**src/hdl/bqet_pkg.sv**
```systemverilog
// types, constants and codes shared by the bounded quota entry table
// no dependencies
`timescale 1ns / 1ps

package bqet_pkg;

	localparam int MAX_ENTRIES = 16;
	localparam int ID_BITS     = 32;
	localparam int QUOTA_BITS  = 48;
	localparam int STATE_BITS  = 3;
	localparam int IDX_W       = $clog2(MAX_ENTRIES);
	localparam int LIVE_W      = 5;
	localparam int REQ_W       = 3;
	localparam int STATUS_W    = 2;
	localparam int CFG_IDX_W   = 1;

	localparam logic [QUOTA_BITS-1:0] FALLBACK_QUOTA = QUOTA_BITS'(64'd1 << 30);
	localparam logic [LIVE_W-1:0]     LIMIT_MAX      = LIVE_W'(MAX_ENTRIES);

	localparam logic [CFG_IDX_W-1:0] CFG_MAX_LIVE      = 1'b0;
	localparam logic [CFG_IDX_W-1:0] CFG_DEFAULT_QUOTA = 1'b1;

	localparam logic [REQ_W-1:0] REQ_CREATE  = 3'd0;
	localparam logic [REQ_W-1:0] REQ_DESTROY = 3'd1;
	localparam logic [REQ_W-1:0] REQ_SET     = 3'd2;
	localparam logic [REQ_W-1:0] REQ_ADJUST  = 3'd3;
	localparam logic [REQ_W-1:0] REQ_LOOKUP  = 3'd4;

	localparam logic [STATUS_W-1:0] ST_OK         = 2'd0;
	localparam logic [STATUS_W-1:0] ST_NOT_FOUND  = 2'd1;
	localparam logic [STATUS_W-1:0] ST_OVER_QUOTA = 2'd2;
	localparam logic [STATUS_W-1:0] ST_EXHAUSTED  = 2'd3;

	typedef enum logic [1:0] {
		CELL_NOP,
		CELL_CREATE,
		CELL_STATE,
		CELL_USED
	} cell_op_t;

	// search wave passed from cell to cell
	typedef struct packed {
		logic                  hit;
		logic [IDX_W-1:0]      hit_idx;
		logic [STATE_BITS-1:0] hit_state;
		logic [QUOTA_BITS-1:0] hit_used;
		logic [QUOTA_BITS-1:0] hit_cap;
		logic                  have_min;
		logic [IDX_W-1:0]      min_idx;
		logic [ID_BITS-1:0]    min_id;
		logic                  have_free;
		logic [IDX_W-1:0]      free_idx;
	} wave_t;

	// update broadcast to all cells
	typedef struct packed {
		logic                  clr_en;
		logic [IDX_W-1:0]      clr_idx;
		cell_op_t              op;
		logic [IDX_W-1:0]      idx;
		logic [ID_BITS-1:0]    id;
		logic [STATE_BITS-1:0] state;
		logic [QUOTA_BITS-1:0] used;
		logic [QUOTA_BITS-1:0] cap;
	} cell_cmd_t;

endpackage

```
**src/hdl/bqet_cell.sv**
```systemverilog
// one table slot: holds an entry and folds it into the search wave
// depends on bqet_pkg
`timescale 1ns / 1ps

module bqet_cell
	import bqet_pkg::*;
(
	input  logic               clk,
	input  logic               arst_n,
	input  logic [IDX_W-1:0]   slot_idx,
	input  logic [ID_BITS-1:0] target_id,
	input  wave_t              wave_in,
	input  cell_cmd_t          cmd,
	output wave_t              wave_out
);

	logic                  valid_q;
	logic [ID_BITS-1:0]    id_q;
	logic [STATE_BITS-1:0] state_q;
	logic [QUOTA_BITS-1:0] used_q;
	logic [QUOTA_BITS-1:0] cap_q;
	wave_t                 wave_q;
	wave_t                 wave_d;

	always_comb begin
		wave_d = wave_in;
		if (!wave_in.hit && valid_q && id_q == target_id) begin
			wave_d.hit       = 1'b1;
			wave_d.hit_idx   = slot_idx;
			wave_d.hit_state = state_q;
			wave_d.hit_used  = used_q;
			wave_d.hit_cap   = cap_q;
		end
		if (valid_q && (!wave_in.have_min || id_q < wave_in.min_id)) begin
			wave_d.have_min = 1'b1;
			wave_d.min_idx  = slot_idx;
			wave_d.min_id   = id_q;
		end
		if (!wave_in.have_free && !valid_q) begin
			wave_d.have_free = 1'b1;
			wave_d.free_idx  = slot_idx;
		end
	end

	always_ff @(posedge clk) begin
		wave_q <= wave_d;
	end

	assign wave_out = wave_q;

	always_ff @(posedge clk or negedge arst_n) begin
		if (!arst_n) begin
			valid_q <= 1'b0;
		end else begin
			if (cmd.op == CELL_CREATE && cmd.idx == slot_idx) begin
				valid_q <= 1'b1;
			end else if (cmd.clr_en && cmd.clr_idx == slot_idx) begin
				valid_q <= 1'b0;
			end
		end
	end

	always_ff @(posedge clk) begin
		if (cmd.idx == slot_idx) begin
			unique case (cmd.op)
				CELL_CREATE: begin
					id_q    <= cmd.id;
					state_q <= cmd.state;
					used_q  <= cmd.used;
					cap_q   <= cmd.cap;
				end
				CELL_STATE: begin
					state_q <= cmd.state;
				end
				CELL_USED: begin
					used_q <= cmd.used;
				end
				default: begin
				end
			endcase
		end
	end

endmodule

```
**config.mk**
```make
export PLATFORM = sky130hd
export DESIGN_NAME = bqet_cell
export DESIGN_NICKNAME = d
export VERILOG_FILES = /design/src/hdl/bqet_pkg.sv /design/src/hdl/bqet_cell.sv
export SDC_FILE = /design/constraint.sdc
export NUM_CORES = 1
export LEC_CHECK = 0
export ABC_CLOCK_PERIOD_IN_PS = 3300
export BUFFER_PORTS_ARGS = -buffer_cell sky130_fd_sc_hd__buf_2
export CAP_MARGIN = 20
export CELL_PAD_IN_SITES_DETAIL_PLACEMENT = 1
export CELL_PAD_IN_SITES_GLOBAL_PLACEMENT = 2
export CORE_UTILIZATION = 30
export DETAILED_ROUTE_END_ITERATION = 8
export GPL_TIMING_DRIVEN = 0
export PLACE_DENSITY_LB_ADDON = 0.3
export SYNTH_ARGS = -nofsm -noshare
export SYNTH_HDL_FRONTEND = slang
export SYNTH_SLANG_ARGS = --single-unit
```
**constraint.sdc**
```tcl
create_clock -name clk -period 3.3 [get_ports clk]
set_clock_uncertainty 0.05 [all_clocks]
set_input_delay 0.66 -clock clk [delete_from_list [all_inputs] [get_ports clk]]
set_output_delay 0.66 -clock clk [all_outputs]
set_load 0.02 [all_outputs]
```
**Yosys cells after proc, flatten, opt, wreduce, memory -nomap -nowiden**

Index checks and enable logic that the tools add are counted.

- $lt $le $gt $ge: 1
- Equal/unequal tests: 6
- Mux-type cells: 5
- Reduce and logical (&&, ||, !) cells: 17

Operator list:

| cell | count |
|---|---|
| $mux 103 | 1 |
| $mux 36 | 1 |
| $eq 32x32->1 | 1 |
| $lt 32x32->1 | 1 |
| $eq 4x4->1 | 2 |
| $logic_and 1x1->1 | 6 |
| $reduce_and 2->1 | 3 |
| $eq 2x2->1 const B | 2 |
| $logic_not 1->1 | 4 |
| $mux 4 | 1 |
| $reduce_or 2->1 | 2 |
| $eq 2x1->1 const B | 1 |
| $mux 1 | 2 |
| $reduce_bool 2->1 | 1 |
| $logic_or 1x1->1 | 1 |

- Register bits: 278
- Bits of input ports: 326
- Output and inout port bits: 146
- Logic and storage cells: 44

**Longest topological paths before layout**

Gate-level depths: netlist (run 1).

- Depth in word-level cells: 4
- Depth in mapped cells: 9
- Depth with buffers taken out: 8

**Least setup slack after synthesis (run 1)**

Ideal clock, no wire load.

- Kind: in2reg
- From: input slot_idx[2]
- To: register cap_q[0], enable pin
- Library setup time: 0.519 ns
- Arrival time: 4.316 ns
- Data required time: 2.731 ns
- Slack: -1.585 ns
- Stages: 3
- Buffers on the path: 0
- Cell sequence: xnor2_1 > nand4_1 > nor2_1

- Longest elaborated chain between the ends: 2

RTL lines:

| item | line | source |
|---|---|---|
| from (decl) | bqet_cell.sv:10 | `input logic [IDX_W-1:0] slot_idx,` |
| $eq 4x4->1 | bqet_cell.sv:64 | `if (cmd.idx == slot_idx) begin` |
| $reduce_and 2->1 (no source line) | n/a |  |
| to (signal assigned) | bqet_cell.sv:70 | `cap_q <= cmd.cap;` |
| to (decl) | bqet_cell.sv:21 | `logic [QUOTA_BITS-1:0] cap_q;` |

Every way passes these cells.
A chain may end at the register's enable or synchronous reset.

==> results.md, run 1 <==
- Worst slack, placed: -177 ps
- Largest net degree at the start of global routing: 31
- Final Max Tran Viols: 0
- Synthesized flop and latch total: 278
- Buffers and inverters on the worst path: 2
- Min-Delay Path Class: input port to flop
- Min-delay src: cmd[26]
- Resized cells post-CTS: 0
- Crit path cell chain: xor2_1, nor4_1, nand4_1, nor3_2, buf_4, buf_6, mux2_1
- PD cells: 610 mW/mm²
- Largest stage delay on the critical path: 520 ps
- Slowest-stage cell, CP: edfxtp_1
- Antenna Nets Post-Route: 0
- Setup Viol. Count Final: 0
- Int Power: 6420 µW
- CTS sink count: around 280
- Clock share of power: 0.414
- Switching power total: 2110 µW
- Sequential Power Share: 0.457
- Die Y: 184 µm
- Comb pwr share: 0.129
- Post-Synth XOR/XNOR Area: 0.0353
- Routability cong.: 0.756
- Yosys Warn Count: 0
- Post-synthesis simple-gate area fraction: 0.0243
- Share of the synthesized area in the top cell type: 0.397
- Clk slew on worst S/H paths: around 60 ps
- Register area: 0.00688 mm²
- Endpoint of the lowest-slack register-to-register path: wave_out[142]
- Vias after detailed routing: between 6000 and 7000
- Endpoints failing hold: 0
- Initial core utilization: 0.305
- Minimum clock period: ~3000 ps
- Maximum VDD drop: 0.428 mV
- Adder-Cell Fraction of Synth Area: 0.0416
- R2R depth: 7
- Mapped Nets: just under 1000
- Num CTS Buffers: 31
- Max-Cap Viols: 0
- Initial antenna violation count: 13
- GRT overflow: 0
- Dpl hpwl: 24600 µm
- Residual DRC: 0
- Number of global-route vias before repair: around 7400
- H-tree depth: 1
- Mean Syn Cell Area: about 16 µm²
- Total routed wirelength: 30800 µm
- Wire per inst: 19.3 µm
- Core area: between 0.03 and 0.04 mm²
- Crit end category: flop
- Largest area contributor in the netlist: edfxtp_1
- Worst Path Required: 3690 ps
- Compound-Gate Fraction of Synth Area: 0.0175
- Share of cells above drive strength 1: 0.542
- Post-CTS Setup Repair Bufs: 0
- Netlist Area Pre-Place: 0.00992 mm²
- Mux cell area share after synthesis: 0.162
- CTS tree: done
- WS Path Type: flop to flop
- Max transition margin: 0.560
- Static Leak: 0.00614 µW
- Switching share of power: 0.247
- Final std cells w/o fill: 1600
- Root Buffer: clkbuf_16
- Main combinational cell family by area after synthesis: multiplexers
- Port bufs: 471
- Drt initial violations: just over 200
- Min-Delay Endpoint: cap_q[26]
- Worst slew pin tran: between 600 and 700 ps
- Startpoint types: flop
- Synth unique cells: 35
- Clk_lat worst skew: 570 ps
- Total Power: ~8500 µW
- RSZ-0062 raised after global routing: false
- Reg2reg start: id_q[4]
- Final period util: 0.906
- 1st-pass router iterations: 4
- R2R setup slack: between 300 and 400 ps
- Full die area: around 0.034 mm²
- DIE WIDTH: 184 µm
- Tot GR Track Use: 0.176
- CP max FO: 10
- FILL cells: around 3600
- F_max: 334 MHz
- Ports: 472
- Row count: between 60 and 70
- Top cells by area, synth: edfxtp_1 40%, dfxtp_1 29%, mux2_2 9.5%, mux2_1 6.7%, ha_1 4.2%
- Setup TNS Final: 0 ps
- Post-CTS Hold Buffers: 1
- Layout area overhead: 41.1%
- Layout Nets: 1484
- Status: finished clean
- Dpl cells: 1533
- Multi-input logic area: between 0.002 and 0.003 mm²
- Worst Hold Path Cells: 1
- Final Util: 0.430
- Vias/cell: 4.26
- Clk buf depth: 3
- First-pass GRT wire length: 43900 µm
- Sequential cell area fraction in the yosys report: 0.694
- Post-synthesis instance total: 616
- Final setup margin: approximately 310 ps
- Crit path DAT: 3380 ps
- Cell family with most CP delay: simple AND/OR/NAND/NOR gates
cell type report:
class	instances	share of cell area
buffer	14	0.00841
multi-input combinational	289	0.200
clock buffer	38	0.0588
clock inverter	20	0.0153
inverter	35	0.00939
tap	442	0.0395
sequential	278	0.492
antenna	8	0.00143
timing repair buffer	476	0.175
cell usage in the layout (no fill, tap or decap), types with 4 or more instances in the layout:
cell	synthesis	layout
buf_2	4	475
nor2_1	7	5
buf_12	0	4
mux2_2	84	84
xnor2_1	9	9
edfxtp_1	131	131
clkinv_1	0	8
mux2_1	59	59
nand3_1	4	4
inv_1	35	35
nand2_1	13	13
buf_4	4	4
o21ai_0	6	6
ha_1	33	33
diode_2	0	8
bufinv_16	0	4
xor2_1	31	31
nand4_1	6	6
clkbuf_1	0	6
clkinv_2	0	4
clkbuf_16	0	32
nor4_1	7	7
dfxtp_1	146	146
a21oi_1	10	10
buf_6	6	6
power by group through the flow:
stage	Sequential, µW	Combinational, µW	Clock [µW]
after detailed placement	3980	1110	0
after floorplan	4200	361	0
after global routing	3920	1180	3760
after CTS	3910	1120	3630
after global placement	3980	1090	0
final	3900	1100	3530
state kept, by name (all words and copies together), names as in the netlist:
register	count
state_q	3
id_q	32
valid_q	1
wave_out	146
cap_q	48
used_q	48
cell families (layout without fill, tap and decap cells):
| family | after synthesis | after routing |
|---|---|---|
| flops | 278 | 278 |
| mux | 143 | 143 |
| buf+inv | 49 | 583 |
| simple gates | 47 | 47 |
| xor+xnor | 40 | 40 |
| fa+ha+maj | 33 | 33 |
| compound gates | 26 | 26 |
| other cells | 0 | 8 |
per-layer routing:
layer / global-route usage / share of wire / vias up
met5: 0 / 0.0023 / -
met4: 0.0553 / 0.017 / 10
met3: 0.0666 / 0.096 / 47
met2: 0.312 / 0.51 / 290
met1: 0.193 / 0.37 / 3215
li1: - / - / 3251
how the worst max path moves through the flow:
stage	from	to	cells after the start
after floorplan	slot_idx[2]	cap_q[0]	3
after global placement	slot_idx[3]	cap_q[30]	4
after detailed placement	target_id[15]	wave_out[142]	8
after CTS	id_q[4]	wave_out[142]	7
after global routing	id_q[4]	wave_out[142]	7
final	id_q[4]	wave_out[142]	7
per-stage QoR:
step                hold slack, ps  area [µm²]
detailed placement             386       12900
finish                         207       14000
CTS                            174       14000
floorplan                      314        9920
global placement               384       12800
global route                   171       14000
cells in the mapped netlist:
cell type and count:
ha_1 33, dfxtp_1 146, buf_6 6, o21ai_0 6, a21o_1 1, a31oi_1 1, or4_1 1, a211oi_1 1
buf_2 4, buf_4 4, a2111oi_0 1, edfxtp_1 131, o41ai_1 1, inv_1 35, nor4_1 7, mux2_2 84
dfrtp_1 1, o211ai_1 2, a221o_1 1, xnor2_1 9, nand4_1 6, nand2_1 13, nor3_1 2, nand2b_1 2
a21oi_1 10, a221oi_1 1, a22oi_4 1, and3_1 1, or2_2 2, mux2_1 59, xor2_1 31, nor2_1 7
nand3_1 4, nor3_2 1, nor2b_1 1
Note: power is estimated with default switching activity, not from simulation.
==> run 2, diff against run 1 <==
--- a/config.mk
+++ b/config.mk
@@ -13,7 +13,9 @@
 export CORE_UTILIZATION = 30
 export DETAILED_ROUTE_END_ITERATION = 8
 export GPL_TIMING_DRIVEN = 0
-export PLACE_DENSITY_LB_ADDON = 0.3
+export PLACE_DENSITY = 0.79
+export RECOVER_POWER = 25
+export SETUP_SLACK_MARGIN = 0.4
 export SYNTH_ARGS = -nofsm -noshare
 export SYNTH_HDL_FRONTEND = slang
 export SYNTH_SLANG_ARGS = --single-unit
==> run 2 against run 1 <==
Against the previous run: hold slack gained 68 ps; die area is the same; non-clock buffer count grew 4; final cell count grew 0.38%; via count grew 1.2%; design area grew 1.4%; routed wire length grew 0.72%; sequential share of layout area shrank 0.66 points; register-to-register slack gained 160 ps; clock-buffer cell count grew 6; largest power group unchanged; critical path type unchanged; critical endpoint is now wave_out[10]; sequential power is essentially flat; first-iteration DRC count shrank 5.4%.
==> results.md, run 2 (synthesis gave the netlist of run 1 again) <==
- Vias/cell: 4.29
- Worst Path Required: 3640 ps
- GRT overflow: 0
- Clk_lat worst skew: 510 ps
- Max-Cap Viols: 0
- Port bufs: 471
- PD cells: 631 mW/mm²
- 1st-pass router iterations: 4
- Drt initial violations: 192
- Routability cong.: roughly 0.79
- First-pass GRT wire length: about 44000 µm
- Most common cell after layout, fill and taps aside: buf_2
- Core area: 0.0325 mm²
- Worst slack, placed: -98.0 ps
- Ports: about 470
- Root Buffer: clkbuf_16
- Final setup margin: 467 ps
- Final period util: 0.859
- Clk slew on worst S/H paths: approximately 60 ps
- Tot GR Track Use: 0.178
- Static Leak: 0.00625 µW
- Crit path cell chain: ha_1, a21o_1, a221o_1, a31oi_1, o211ai_1, a22oi_4, buf_4, mux2_2
- Largest net degree at the start of global routing: 31
- Max reg flops: 146
- Slowest-stage cell, CP: edfxtp_1
- Endpoints failing hold: 0
- Max transition margin: 0.389
- Startpoint types: flop
- Final Max Tran Viols: 0
- Worst slew pin tran: 914 ps
- CTS tree: done
- CP max FO: 10
- Number of global-route vias before repair: ~7500
- Status: finished clean
- Num CTS Buffers: 34
- WS Path Type: flop to flop
- Min-Delay Path Class: input port to flop
- Share of cells above drive strength 1: 0.546
- Crit end category: flop
- DIE WIDTH: 184 µm
- Multi-input logic area: roughly 0.0028 mm²
- Total routed wirelength: between 30000 and 40000 µm
- Row count: 66
- Initial core utilization: 0.305
- Setup TNS Final: 0 ps
- CTS sink count: 278
- Setup Viol. Count Final: 0
- F_max: 353 MHz
- Initial antenna violation count: 9
- Dpl hpwl: approximately 25000 µm
- H-tree depth: 2
- Register area: 0.00688 mm²
- Commonest non-fill, non-tap cells in the layout: 467 x buf_2, 146 x dfxtp_1, 131 x edfxtp_1, 84 x mux2_2, 59 x mux2_1
- Vias after detailed routing: 6894
- Full die area: 0.0338 mm²
- Antenna Nets Post-Route: 0
- Residual DRC: 0
- Wire per inst: between 15 and 20 µm
- Crit path DAT: approximately 3200 ps
- Die Y: 184 µm
- Layout Nets: 1491
- Largest stage delay on the critical path: 470 ps
- FILL cells: about 3500
- RSZ-0062 raised after global routing: true
- Clk buf depth: 3
- Dpl cells: approximately 1500
- Final std cells w/o fill: roughly 1600
- Minimum clock period: approximately 2800 ps
- Layout area overhead: 43.0%
- Maximum VDD drop: 0.428 mV
run 2: per-stage QoR:
| stage | util | hold WS [ps] | power [µW] | area [µm²] |
|---|---|---|---|---|
| 6_report | 0.436 | 275 | 8950 | 14200 |
| 4_1_cts | 0.435 | 250 | 9060 | 14200 |
| 3_3_place_gp | 0.394 | 382 | 5070 | 12800 |
| 5_1_grt | 0.436 | 249 | 9280 | 14200 |
| 3_5_place_dp | 0.398 | 388 | 5100 | 12900 |
| 2_1_floorplan | - | 314 | 4560 | 9920 |
run 2: area by class of cell:
type                            count  area share
Buffer                             14     0.00882
Sequential cell                   278       0.485
Inverter                           35     0.00926
Tap cell                          442      0.0390
Timing Repair Buffer              480       0.175
Clock buffer                       44      0.0677
Clock inverter                     18      0.0157
Antenna cell                        6     0.00106
Multi-Input combinational cell    289       0.198
run 2: timing repair:
item | in CTS | in global routing
pin swaps | 1 | 3
setup endpoints to repair | 89 | 89
gates cloned | 0 | 0
hold buffers | 1 | 0
resized for setup | 2 | 2
endpoints found under the hold margin | 1 | 0
setup buffers | 3 | 1
run 2: routing by layer:
layer | part of all wire | routed length [µm] | GRT usage
met5 | 0.00087 | 27 | 0
met4 | 0.022 | 674 | 0.0593
met3 | 0.079 | 2460 | 0.0563
met2 | 0.52 | 16100 | 0.324
met1 | 0.38 | 11800 | 0.195
run 2: critical path, delay by kind of cell (launching register included):
family          cells  cell delay (ps)
buf+inv             1              270
compound gates      5             1240
mux                 1              370
flops               1              470
fa+ha+maj           1              330
run 2: power breakdown:
part           total (µW)  internal, µW  switching, µW
Clock                3910          2400           1500
Sequential           3910          3840           74.1
Combinational        1140           519            617
Total                8950          6750           2200
run 2: worst paths after layout:
check                            from             to  slack, ps  cells past startpoint
setup / recovery              id_q[5]   wave_out[10]        470                      8
hold / removal                cmd[22]      cap_q[22]        270                      1
setup reg to reg              id_q[5]   wave_out[10]        470                      8
hold reg to reg            state_q[2]  wave_out[140]        400                      1
max in group asynchronous      arst_n        valid_q       2690                      2
min in group asynchronous      arst_n        valid_q        430                      2
